### config.mk
export PLATFORM = sky130hd
export DESIGN_NAME = xml_entity_decoder_core
export DESIGN_NICKNAME = d
export VERILOG_FILES = /design/src/rtl/xed_pkg.sv /design/src/rtl/xml_entity_decoder_core.sv /design/src/rtl/xed_in_reg.sv /design/src/rtl/xed_decode.sv
export VERILOG_INCLUDE_DIRS = /design/src /design/src/rtl
export SDC_FILE = /design/constraint.sdc
export NUM_CORES = 1
export LEC_CHECK = 0
export BUFFER_PORTS_ARGS = -buffer_cell sky130_fd_sc_hd__buf_2
export CAP_MARGIN = 40
export CORE_MARGIN = 2
export CORE_UTILIZATION = 55
export DETAILED_ROUTE_END_ITERATION = 16
export GPL_TIMING_DRIVEN = 1
export HOLD_SLACK_MARGIN = 0.05
export PLACE_DENSITY = 0.81
export SYNTH_ARGS = -nofsm -noshare
export SYNTH_HDL_FRONTEND = slang
export SYNTH_SLANG_ARGS = --single-unit
### constraint.sdc
create_clock -name i_clk -period 9.5 [get_ports i_clk]
set_input_delay 0 -clock i_clk [delete_from_list [all_inputs] [get_ports i_clk]]
set_output_delay 0 -clock i_clk [all_outputs]
set_load 0.02 [all_outputs]
### src/rtl/assert_macros.svh
// assertion macros of the entity decoder rtl
// no dependencies; included by the files that assert

`ifndef ASSERT_MACROS_SVH
`define ASSERT_MACROS_SVH

// property checked on every rising clock edge outside reset
`define XED_ASSERT(label, clk, rst_n, prop) \
    label: assert property (@(posedge clk) disable iff (!(rst_n)) (prop)) \
        else $error("xed assertion failed");

// property checked on every rising clock edge, reset included
`define XED_ASSERT_ALWAYS(label, clk, prop) \
    label: assert property (@(posedge clk) (prop)) \
        else $error("xed assertion failed, reset included");

`endif

### src/rtl/xed_pkg.sv
// types and constants of the xml entity decoder
// no dependencies; used by every rtl module of the block

package xed_pkg;

    typedef enum logic [1:0] {
        MODE_TEXT   = 2'd0,
        MODE_ENTITY = 2'd1,
        MODE_DRAIN  = 2'd2
    } t_mode;

    typedef enum logic [2:0] {
        ST_OK       = 3'd0,
        ST_NO_END   = 3'd1,
        ST_HEX_LONG = 3'd2,
        ST_HEX_D1   = 3'd3,
        ST_HEX_D2   = 3'd4,
        ST_DEC_LONG = 3'd5,
        ST_RANGE    = 3'd6,
        ST_NAME     = 3'd7
    } t_status;

    localparam int CHAR_W  = 8;
    localparam int COUNT_W = 3;
    localparam int ACCUM_W = 16;
    localparam int BODY_W  = 32;

    localparam logic [COUNT_W-1:0] BODY_SAT  = 3'd5;
    localparam logic [COUNT_W-1:0] BODY_KEEP = 3'd4;
    localparam logic [COUNT_W-1:0] HEX_FULL  = 3'd4;
    localparam logic [ACCUM_W-1:0] DEC_BASE  = 16'd10;
    localparam logic [CHAR_W-1:0]  MIN_CHAR  = 8'd32;

    localparam logic [CHAR_W-1:0] CH_AMP   = 8'h26;
    localparam logic [CHAR_W-1:0] CH_SEMI  = 8'h3B;
    localparam logic [CHAR_W-1:0] CH_HASH  = 8'h23;
    localparam logic [CHAR_W-1:0] CH_ZERO  = 8'h30;
    localparam logic [CHAR_W-1:0] CH_QUOTE = 8'h22;
    localparam logic [CHAR_W-1:0] CH_APOS  = 8'h27;
    localparam logic [CHAR_W-1:0] CH_LT    = 8'h3C;
    localparam logic [CHAR_W-1:0] CH_GT    = 8'h3E;

    typedef struct packed {
        logic [CHAR_W-1:0] chr;
        logic              fin;
    } t_in_word;

    typedef struct packed {
        t_status           status;
        logic [CHAR_W-1:0] value;
    } t_dec_res;

    typedef struct packed {
        logic [CHAR_W-1:0] chr;
        logic              char_valid;
        t_status           status;
        logic              done;
    } t_out_word;

endpackage

### src/rtl/xml_entity_decoder_core.sv
// xml character entity decoder: an accepted byte waits in the input register, is decoded
// combinationally and leaves through the result register; throughput one byte per cycle
// while downstream is ready; an input register and a result register bracket the single
// decode stage, and while a result word waits the input register still takes one word
// bytes that cause no result (entity bodies, draining after an error) are taken at that rate
// i_rst_n synchronous active low: empties both registers, mode back to text, status ok
// depends on xed_pkg, xed_in_reg, xed_decode and assert_macros.svh

`include "assert_macros.svh"

module xml_entity_decoder_core (
    input  logic       i_clk,
    input  logic       i_rst_n,
    // byte stream in
    input  logic       i_s_axis_tvalid,
    output logic       o_s_axis_tready,
    input  logic [7:0] i_s_axis_tdata,    // [7:0] in_char
    input  logic       i_s_axis_tlast,    // is_final
    // decoded stream out
    output logic       o_m_axis_tvalid,
    input  logic       i_m_axis_tready,
    output logic [7:0] o_m_axis_tdata,    // [7:0] out_char
    output logic [3:0] o_m_axis_tuser,    // [0] char_valid, [3:1] status
    output logic       o_m_axis_tlast     // string_done
);

    // pipeline control
    logic              w_adv;       // result register can take a word
    logic              w_in_valid;
    xed_pkg::t_in_word w_in;
    logic              w_step;      // held byte is processed this cycle

    // entity state
    xed_pkg::t_mode                r_mode,  n_mode;
    logic [xed_pkg::COUNT_W-1:0]   r_count, n_count;
    logic [xed_pkg::ACCUM_W-1:0]   r_accum, n_accum;
    logic [xed_pkg::BODY_W-1:0]    r_chars, n_chars;
    xed_pkg::t_status              r_err,   n_err;

    // result
    xed_pkg::t_dec_res  w_dec;
    logic               w_emit;
    xed_pkg::t_out_word w_out;
    logic               r_out_valid;
    xed_pkg::t_out_word r_out;

    logic               w_semi;

    // the decode stage moves whenever the result register is empty or being drained
    assign w_adv  = !r_out_valid || i_m_axis_tready;
    assign w_step = w_in_valid && w_adv;
    assign w_semi = (w_in.chr == xed_pkg::CH_SEMI);

    xed_in_reg u_in_reg (
        .i_clk           (i_clk),
        .i_rst_n         (i_rst_n),
        .i_s_axis_tvalid (i_s_axis_tvalid),
        .o_s_axis_tready (o_s_axis_tready),
        .i_s_axis_tdata  (i_s_axis_tdata),
        .i_s_axis_tlast  (i_s_axis_tlast),
        .i_adv           (w_adv),
        .o_valid         (w_in_valid),
        .o_word          (w_in)
    );

    // decode always looks at the stored body; only used on a semicolon
    xed_decode u_decode (
        .i_body_chars (r_chars),
        .i_body_count (r_count),
        .i_accum      (r_accum),
        .o_res        (w_dec)
    );

    // next state
    always_comb begin
        n_mode  = r_mode;
        n_count = r_count;
        n_accum = r_accum;
        n_chars = r_chars;
        n_err   = r_err;
        unique case (r_mode)
            xed_pkg::MODE_DRAIN: begin
                // swallow everything until the end of the string
            end
            xed_pkg::MODE_ENTITY: begin
                if (w_semi) begin
                    n_count = '0;
                    n_accum = '0;
                    n_chars = '0;
                    if (w_dec.status == xed_pkg::ST_OK) begin
                        n_mode = xed_pkg::MODE_TEXT;
                    end else begin
                        n_mode = xed_pkg::MODE_DRAIN;
                        n_err  = w_dec.status;
                    end
                end else begin
                    // keep the first four body bytes, one lane each
                    for (int i = 0; i < 4; i++) begin
                        if (r_count < xed_pkg::BODY_KEEP && r_count[1:0] == 2'(i)) begin
                            n_chars[8*i +: 8] = w_in.chr;
                        end
                    end
                    // decimal digits after the hash, unchecked, wrapping
                    if (r_count >= 3'd1 && r_count <= 3'd3
                            && r_chars[7:0] == xed_pkg::CH_HASH) begin
                        n_accum = 16'(r_accum * xed_pkg::DEC_BASE
                                      + {8'h00, w_in.chr} - {8'h00, xed_pkg::CH_ZERO});
                    end
                    if (r_count < xed_pkg::BODY_SAT) begin
                        n_count = r_count + 3'd1;
                    end
                end
            end
            default: begin
                // text, and unused codes behave as text
                if (w_in.chr == xed_pkg::CH_AMP) begin
                    n_mode  = xed_pkg::MODE_ENTITY;
                    n_count = '0;
                    n_accum = '0;
                    n_chars = '0;
                end else begin
                    n_mode = xed_pkg::MODE_TEXT;
                end
            end
        endcase
        // the final byte always leaves the block as after reset
        if (w_in.fin) begin
            n_mode  = xed_pkg::MODE_TEXT;
            n_count = '0;
            n_accum = '0;
            n_chars = '0;
            n_err   = xed_pkg::ST_OK;
        end
    end

    // result of the byte
    always_comb begin
        w_emit           = w_in.fin;
        w_out.chr        = 8'h00;
        w_out.char_valid = 1'b0;
        w_out.status     = xed_pkg::ST_OK;
        w_out.done       = w_in.fin;
        unique case (r_mode)
            xed_pkg::MODE_DRAIN: begin
                w_out.status = r_err;
            end
            xed_pkg::MODE_ENTITY: begin
                if (w_semi && w_dec.status == xed_pkg::ST_OK) begin
                    w_emit           = 1'b1;
                    w_out.chr        = w_dec.value;
                    w_out.char_valid = 1'b1;
                end else if (w_semi) begin
                    w_out.status = w_dec.status;
                end else begin
                    w_out.status = xed_pkg::ST_NO_END;
                end
            end
            default: begin
                if (w_in.chr == xed_pkg::CH_AMP) begin
                    w_out.status = xed_pkg::ST_NO_END;
                end else begin
                    // plain byte passes straight through
                    w_emit           = 1'b1;
                    w_out.chr        = w_in.chr;
                    w_out.char_valid = 1'b1;
                end
            end
        endcase
    end

    // state registers
    always_ff @(posedge i_clk) begin
        if (!i_rst_n) begin
            r_mode  <= xed_pkg::MODE_TEXT;
            r_count <= '0;
            r_accum <= '0;
            r_chars <= '0;
            r_err   <= xed_pkg::ST_OK;
        end else if (w_step) begin
            r_mode  <= n_mode;
            r_count <= n_count;
            r_accum <= n_accum;
            r_chars <= n_chars;
            r_err   <= n_err;
        end
    end

    // result register
    always_ff @(posedge i_clk) begin
        if (!i_rst_n) begin
            r_out_valid <= 1'b0;
        end else if (w_adv) begin
            r_out_valid <= w_step && w_emit;
        end
    end

    always_ff @(posedge i_clk) begin
        if (w_adv) begin
            r_out <= w_out;
        end
    end

    assign o_m_axis_tvalid = r_out_valid;
    assign o_m_axis_tdata  = r_out.chr;
    assign o_m_axis_tuser  = {r_out.status, r_out.char_valid};
    assign o_m_axis_tlast  = r_out.done;

    // draining happens exactly when an error is on record
    `XED_ASSERT(a_drain_err, i_clk, i_rst_n,
        (r_mode == xed_pkg::MODE_DRAIN) == (r_err != xed_pkg::ST_OK))
    // body count saturates
    `XED_ASSERT(a_count_sat, i_clk, i_rst_n, r_count <= xed_pkg::BODY_SAT)
    // a carried byte never comes with an error
    `XED_ASSERT(a_char_ok, i_clk, i_rst_n,
        r_out_valid && r_out.char_valid |-> r_out.status == xed_pkg::ST_OK)
    // an error is only reported at the end of a string
    `XED_ASSERT(a_err_last, i_clk, i_rst_n,
        r_out_valid && r_out.status != xed_pkg::ST_OK |-> r_out.done)
    // after a reset edge nothing is offered downstream
    `XED_ASSERT_ALWAYS(a_rst_empty, i_clk, !i_rst_n |=> !r_out_valid)

endmodule

### src/rtl/xed_in_reg.sv
// input register of the entity decoder, one word deep
// depends on xed_pkg

module xed_in_reg (
    input  logic              i_clk,
    input  logic              i_rst_n,
    input  logic              i_s_axis_tvalid,
    output logic              o_s_axis_tready,
    input  logic [7:0]        i_s_axis_tdata,   // in_char
    input  logic              i_s_axis_tlast,   // is_final
    input  logic              i_adv,
    output logic              o_valid,
    output xed_pkg::t_in_word o_word
);

    logic              r_valid;
    xed_pkg::t_in_word r_word;
    logic              w_take;

    // free when empty or when the held word moves on this cycle
    assign o_s_axis_tready = !r_valid || i_adv;
    assign w_take          = i_s_axis_tvalid && o_s_axis_tready;

    always_ff @(posedge i_clk) begin
        if (!i_rst_n) begin
            r_valid <= 1'b0;
        end else if (w_take) begin
            r_valid <= 1'b1;
        end else if (i_adv) begin
            r_valid <= 1'b0;
        end
    end

    always_ff @(posedge i_clk) begin
        if (w_take) begin
            r_word.chr <= i_s_axis_tdata;
            r_word.fin <= i_s_axis_tlast;
        end
    end

    assign o_valid = r_valid;
    assign o_word  = r_word;

endmodule

### src/rtl/xed_decode.sv
// entity body decoder: numeric and named forms to one byte or an error code
// depends on xed_pkg

module xed_decode (
    input  logic [xed_pkg::BODY_W-1:0]  i_body_chars,
    input  logic [xed_pkg::COUNT_W-1:0] i_body_count,
    input  logic [xed_pkg::ACCUM_W-1:0] i_accum,
    output xed_pkg::t_dec_res           o_res
);

    logic [7:0] w_b0, w_b1, w_b2, w_b3;
    logic       w_d1_ok, w_d2_ok;
    logic [3:0] w_d1, w_d2;
    logic [7:0] w_hex_val;

    // hex digit, either case; bit 4 flags a valid digit
    function automatic logic [4:0] hex_digit(input logic [7:0] c);
        logic [4:0] r;
        r = 5'd0;
        if (c >= 8'h30 && c <= 8'h39) begin
            r = {1'b1, 4'(c - 8'h30)};
        end else if (c >= 8'h41 && c <= 8'h46) begin
            r = {1'b1, 4'(c - 8'h37)};
        end else if (c >= 8'h61 && c <= 8'h66) begin
            r = {1'b1, 4'(c - 8'h57)};
        end
        return r;
    endfunction

    assign w_b0 = i_body_chars[7:0];
    assign w_b1 = i_body_chars[15:8];
    assign w_b2 = i_body_chars[23:16];
    assign w_b3 = i_body_chars[31:24];

    assign {w_d1_ok, w_d1} = hex_digit(w_b2);
    assign {w_d2_ok, w_d2} = hex_digit(w_b3);
    assign w_hex_val = (i_body_count == xed_pkg::HEX_FULL) ? {w_d1, w_d2} : {4'h0, w_d1};

    always_comb begin
        o_res.status = xed_pkg::ST_OK;
        o_res.value  = 8'h00;
        priority if (w_b0 == xed_pkg::CH_HASH && w_b1 == 8'h78) begin
            // hex form
            priority if (i_body_count > xed_pkg::HEX_FULL) begin
                o_res.status = xed_pkg::ST_HEX_LONG;
            end else if (!w_d1_ok) begin
                o_res.status = xed_pkg::ST_HEX_D1;
            end else if (i_body_count == xed_pkg::HEX_FULL && !w_d2_ok) begin
                o_res.status = xed_pkg::ST_HEX_D2;
            end else if (w_hex_val < xed_pkg::MIN_CHAR) begin
                o_res.status = xed_pkg::ST_RANGE;
            end else begin
                o_res.value = w_hex_val;
            end
        end else if (w_b0 == xed_pkg::CH_HASH) begin
            // decimal form; a set top byte means negative or above 255
            priority if (i_body_count > xed_pkg::BODY_KEEP) begin
                o_res.status = xed_pkg::ST_DEC_LONG;
            end else if (i_accum[15:8] != 8'h00 || i_accum[7:0] < xed_pkg::MIN_CHAR) begin
                o_res.status = xed_pkg::ST_RANGE;
            end else begin
                o_res.value = i_accum[7:0];
            end
        end else if (w_b0 == 8'h61 && w_b1 == 8'h6D && w_b2 == 8'h70) begin
            o_res.value = xed_pkg::CH_AMP;
        end else if (w_b0 == 8'h71 && w_b1 == 8'h75 && w_b2 == 8'h6F && w_b3 == 8'h74) begin
            o_res.value = xed_pkg::CH_QUOTE;
        end else if (w_b0 == 8'h61 && w_b1 == 8'h70 && w_b2 == 8'h6F && w_b3 == 8'h73) begin
            o_res.value = xed_pkg::CH_APOS;
        end else if (w_b0 == 8'h6C && w_b1 == 8'h74) begin
            o_res.value = xed_pkg::CH_LT;
        end else if (w_b0 == 8'h67 && w_b1 == 8'h74) begin
            o_res.value = xed_pkg::CH_GT;
        end else begin
            o_res.status = xed_pkg::ST_NAME;
        end
    end

endmodule

After elaboration in Yosys (flattened, before gate mapping)
Cells that the tools add are included.
{ "totals": {"in_bits": 13, "reg_bits": 80, "elab_cells": 195} }
{ "op_classes": {"addsub": 9, "magnitude_cmp": 19, "n_mul": 1, "eq_ne": 31, "reduce_logical": 49, "n_mux": 70} }
{ "op_table": {"columns": ["op", "n"], "rows": [
  ["2-to-1 mux 8 bit", 15],
  ["equality test 8 x 7 -> 1 bit (second input constant)", 13],
  ["2-to-1 mux 32 bit", 3],
  ["2-to-1 mux 16 bit", 4],
  ["case mux 32 bit (2 select lines)", 1],
  ["2-to-1 mux 3 bit", 21],
  [">= comparator 8 x 7 -> 1 bit (second input constant)", 4],
  ["less-or-equal comparator 8 x 7 -> 1 bit (second input constant)", 4],
  ["case mux 16 bit (2 select lines)", 1],
  ["2-to-1 mux 5 bit", 6],
  ["logical AND 1 bit", 28],
  ["AND reduction 4 bit", 7],
  ["equality test 8 x 6 -> 1 bit (second input constant)", 3],
  ["!= test 4 x 3 -> 1 bit (second input constant)", 6],
  ["2-to-1 mux 11 bit", 2],
  ["2-to-1 mux 9 bit", 2],
  ["case mux 9 bit (2 select lines)", 1],
  ["adder 16 x 8 -> 16 bit", 1],
  [">= comparator 8 x 6 -> 1 bit (second input constant)", 2],
  ["less-or-equal comparator 8 x 6 -> 1 bit (second input constant)", 2],
  ["less-than comparator 8 x 6 -> 1 bit (second input constant)", 2],
  ["multiplier 16 x 3 -> 15 bit (second input constant)", 1],
  ["subtractor 16 x 6 -> 16 bit (second input constant)", 1],
  ["subtractor 4 x 3 -> 4 bit (second input constant)", 4],
  ["other kinds (25)", 45]
]} }

Longest topological paths before layout
{ "depth": {"ltp_word": 17, "ltp_mapped": 19} }

Modules after synthesis
A second synthesis with hierarchy kept.
{ "unflattened": {"cells_unflattened": 635, "area_unflattened_um2": 5843.1} }
{ "modules_own_cells": {"columns": ["module", "n_inst", "seq_area_each_um2", "area_each_um2", "cells_each"], "rows": [
  ["xml_entity_decoder_core", 1, 1531.5, 4568.1, 489],
  ["xed_decode", 1, 0.0, 947.2, 132],
  ["xed_in_reg", 1, 290.3, 327.8, 14]
]} }

Worst setup path after synthesis
Ideal clock, no wire load.
{ "synth_path": {"path_type": "register -> register", "startpoint": "reg r_accum[1] (netlist bit)", "endpoint": "reg r_accum[15] (netlist bit)", "slack_ns": 5.839, "arrival_time_ns": 3.539, "required_time_ns": 9.378, "synth_period_minus_slack_ns": 3.661, "setup_time_ns": 0.122, "stages_incl_launch_ff": 19, "cell_sequence": "dfxtp_1 ha_1 ha_1 inv_1 fa_1 nor2b_1 o31a_1 o21ai_0 nand2b_1 xor2_1 inv_1 ha_1 and2_1 a31o_2 a31oi_1 a21oi_1 a31oi_1 and4bb_2 a311o_1"} }
{ "synth_between": {"elab_chain_cells": 7} }
{ "synth_lines": {"columns": ["item", "line_no", "rtl"], "rows": [
  ["start: declaration", "xml_entity_decoder_core.sv:36", "logic [xed_pkg::ACCUM_W-1:0] r_accum, n_accum;"],
  ["start signal: assignment", "xml_entity_decoder_core.sv:182", "r_accum <= n_accum;"],
  ["multiplier 16 x 3 -> 15 bit", "xml_entity_decoder_core.sv:106", "n_accum = 16'(r_accum * xed_pkg::DEC_BASE"],
  ["adder 16 x 8 -> 16 bit", "xml_entity_decoder_core.sv:107", "+ {8'h00, w_in.chr} - {8'h00, xed_pkg::CH_ZERO});"],
  ["subtractor 16 x 6 -> 16 bit", "xml_entity_decoder_core.sv:107", null],
  ["2-to-1 mux 16 bit", "xml_entity_decoder_core.sv:104", "if (r_count >= 3'd1 && r_count <= 3'd3"],
  ["2-to-1 mux 16 bit", "xml_entity_decoder_core.sv:86", "if (w_semi) begin"],
  ["case mux 16 bit (2 select lines)", "xml_entity_decoder_core.sv:81", "unique case (r_mode)"],
  ["2-to-1 mux 16 bit", "xml_entity_decoder_core.sv:127", "if (w_in.fin) begin"]
]} }
No other way between the ends. The select of a mux whose other input is x is not followed.
A chain may end at the register's enable or synchronous reset.

Worst setup path after layout
Same ends and word-level chain as after synthesis.

==> results.json <==
{
  "status": "finished clean",
  "worst_slew_pin_slew_ps": 855,
  "holdPathEnd": "u_in_reg.o_word[1]",
  "power.total_uw": 706,
  "hpwl_um": 11100,
  "path_buf_inv": 2,
  "worst_slack_ps": 5360,
  "p_int_uw": 532,
  "syn_inst": 658,
  "critPathKind": "flop to flop",
  "critical_path.cell_chain": "ha_1 -> ha_1 -> inv_1 -> fa_1 -> nor2b_1 -> o31a_1 -> o21ai_0 -> nand2b_1 -> xor2_1 -> inv_1 -> ha_1 -> and2_1 -> a31o_2 -> a31oi_1 -> a21oi_1 -> a31oi_1 -> and4bb_2 -> a311o_1",
  "syn_nets": 732,
  "nets": 766,
  "clock_sinks": 80,
  "slowest_stage": "fa_1",
  "layout_commonest_cell": "nor2_1",
  "grt.total_usage_pct": 27.4,
  "min_delay_path_depth": 2,
  "path_delay_family": "compound AO/OA/AOI/OAI gates",
  "setup-violations-final": 0,
  "ff2ff_setup_slack_ps": 5360,
  "crit_cells": 18,
  "yosys.area.top_type_share_pct": 19.7,
  "fin_crit_sh_pct": 43.6,
  "cp.arrival_ps": 4400,
  "antenna_found_initial": 0,
  "synth_area_leaders": "dfxtp_1 20%, ha_1 13%, edfxtp_1 11%",
  "dr.first_iter.drc_count": 439,
  "ys_types": 85,
  "drive_gt1_share_pct": 10.9,
  "coreArea_um2": 10400,
  "layout_common_cells": "71 x nor2_1, 59 x ha_1, 58 x dfxtp_1",
  "p_comb_share_pct": 7.7,
  "r2r_start": "r_accum[1]",
  "maxCapViolCount": 0,
  "cts.clk_slew.worst_paths_ps": 100,
  "initial_core_util_pct": 56.7,
  "die_area_um2": 11500,
  "vias": 5261,
  "p_leak_nw": 2.80,
  "min-delay-path-class": "input pin to flop",
  "hold_viol_final": 0,
  "cts_tree": "built",
  "power_density_nw_per_um2": 109,
  "grt_pass1_vias": 5039,
  "relSlewSlack_pct": 42.5,
  "netlist_area_um2": 5880,
  "root_buffer": "clkbuf_8",
  "ys.flop_type": "dfxtp_1",
  "fin_worst_skew_ps": 20.0,
  "gr-total-overflow": 0,
  "maxSlewViolCount": 0,
  "crit_required_ps": 9770,
  "p_clk_share_pct": 41.0,
  "seq_area_frac_synth_pct": 31.0,
  "end_kind": "flop",
  "crit_top_cell": "ha_1",
  "seq_power_share_pct": 51.3,
  "antenna_cells": 0,
  "cp_max_fo": 6,
  "clock_latency_ps": 390,
  "area_growth_pct": 10.2,
  "worst_r2r_path_depth": 18,
  "vdd_drop_max_uv": 62.3,
  "cts_buffers": 9,
  "synth-seq-cells": 80,
  "cp-start-kind": "flop",
  "pre_cts_slack_ps": 5520,
  "dieWidth_um": 107,
  "ys_warn_count": 0,
  "route.antenna.remaining_nets": 0,
  "drc": 0,
  "synth_edf_count": 22,
  "async_flop_share_pct": 0,
  "viasPerCell": 6.32,
  "grt_pass1_wl_um": 24800,
  "grt_max_degree": 56,
  "clock_path_buffers": 2,
  "wl_um": 15300,
  "fin_crit_ps": 4140,
  "cpPeakStageDelay_ps": 400,
  "synth.avg_cell_area_um2": 8.94,
  "wl_per_cell_um": 18.3,
  "die_h_um": 107,
  "io_pins": 28,
  "power.switching_uw": 174,
  "rows": 37,
  "post-cts-setup-buffers": 0,
  "numPortBuffers": 27,
  "r2r-end": "r_accum[15]",
  "fin_tns_setup_ps": 0,
  "yosysTopAreaCell": "dfxtp_1",
  "timing.fmax_ghz": 0.242,
  "htreeDepth": 3,
  "dr.pass1.iters": 7,
  "gp_congestion": 0.970,
  "hp-start": "i_s_axis_tdata[0]",
  "swShare_pct": 24.6,
  "rsz0062_at_grt": "no"
}
## area by class of cell
type                            count  area, um2
Multi-Input combinational cell    515       3810
Fill cell                         855       3890
Inverter                           44        165
Tap cell                          136        170
Sequential cell                    80       1820
Clock buffer                       11        174
Timing Repair Buffer               42        275
Clock inverter                      5       60.1
## flip-flops by register name (all words and copies together) (netlist names), 2 cells and up
register         count
o_m_axis_tdata       8
o_m_axis_tuser       4
r_accum             16
r_chars             32
r_count              3
r_err                3
r_mode               2
u_in_reg.o_word      9
## power by group through the flow
stage | clock [mW] | combinational [mW] | sequential, mW
final | 0.289 | 0.0544 | 0.362
after global routing | 0.302 | 0.0589 | 0.363
after detailed placement | 0 | 0.0489 | 0.370
after CTS | 0.288 | 0.0531 | 0.362
after floorplan | 0 | 0.0311 | 0.373
after global placement | 0 | 0.0473 | 0.370
## per-layer routing
layer | vias up | part of all wire (%) | track usage, %
li1 | 2481 | - | -
met1 | 2468 | 43 | 36.1
met2 | 258 | 46 | 43.0
met3 | 54 | 6.9 | 4.42
met4 | 0 | 4.4 | 14.7
met5 | - | 0 | 0
## cells in the mapped netlist, drive strengths merged (5+ instances only)
library cell	number
a211oi	6
a21oi	37
a22o	8
a22oi	6
a31oi	5
and3	8
clkbuf	16
dfxtp	58
edfxtp	22
ha	59
inv	44
mux2i	34
nand2	43
nand2b	13
nand3	25
nand4	6
nor2	71
nor2b	12
nor3	12
nor3b	6
nor4	14
o211ai	12
o21a	8
o21ai	25
or3	7
xnor2	11
xor2	10
## kinds of logic after synthesis
logic type                 Yosys count  share of synthesized area (%)
and+or+nand+nor                    251                           23.8
AOI/OAI and AO/OA                  148                           18.9
DFF                                 80                           31.0
buffers and inverters               63                           4.19
adders and majority gates           61                           13.2
muxes                               34                           5.78
xor gates and xnor gates            21                           3.13
## what timing repair did
action                                  CTS  global route
hold endpoints to repair                 11             0
endpoints found under the setup margin    0             0
gates resized for setup                   0             0
hold buffers                             12             0
## how the worst max path moves through the flow
stage                           from     endpoint  slack, ps
final                     r_accum[1]  r_accum[15]       5360
after global routing      r_accum[1]  r_accum[15]       5110
after CTS                 r_accum[1]  r_accum[15]       5430
after detailed placement  r_accum[1]  r_accum[15]       5520
after global placement    r_accum[1]  r_accum[15]       5620
after floorplan           r_accum[1]  r_accum[15]       5840
## through the flow
stage	hold WS [ps]	cell area [um2]	utilization (%)	instances
floorplan	98.9	5880	-	658
finish	317	6480	62.5	833
global placement	177	6120	59.0	804
detailed placement	179	6130	59.1	805
CTS	320	6480	62.5	833
global route	338	6480	62.5	833
Note: power is estimated with default switching activity, not from simulation.
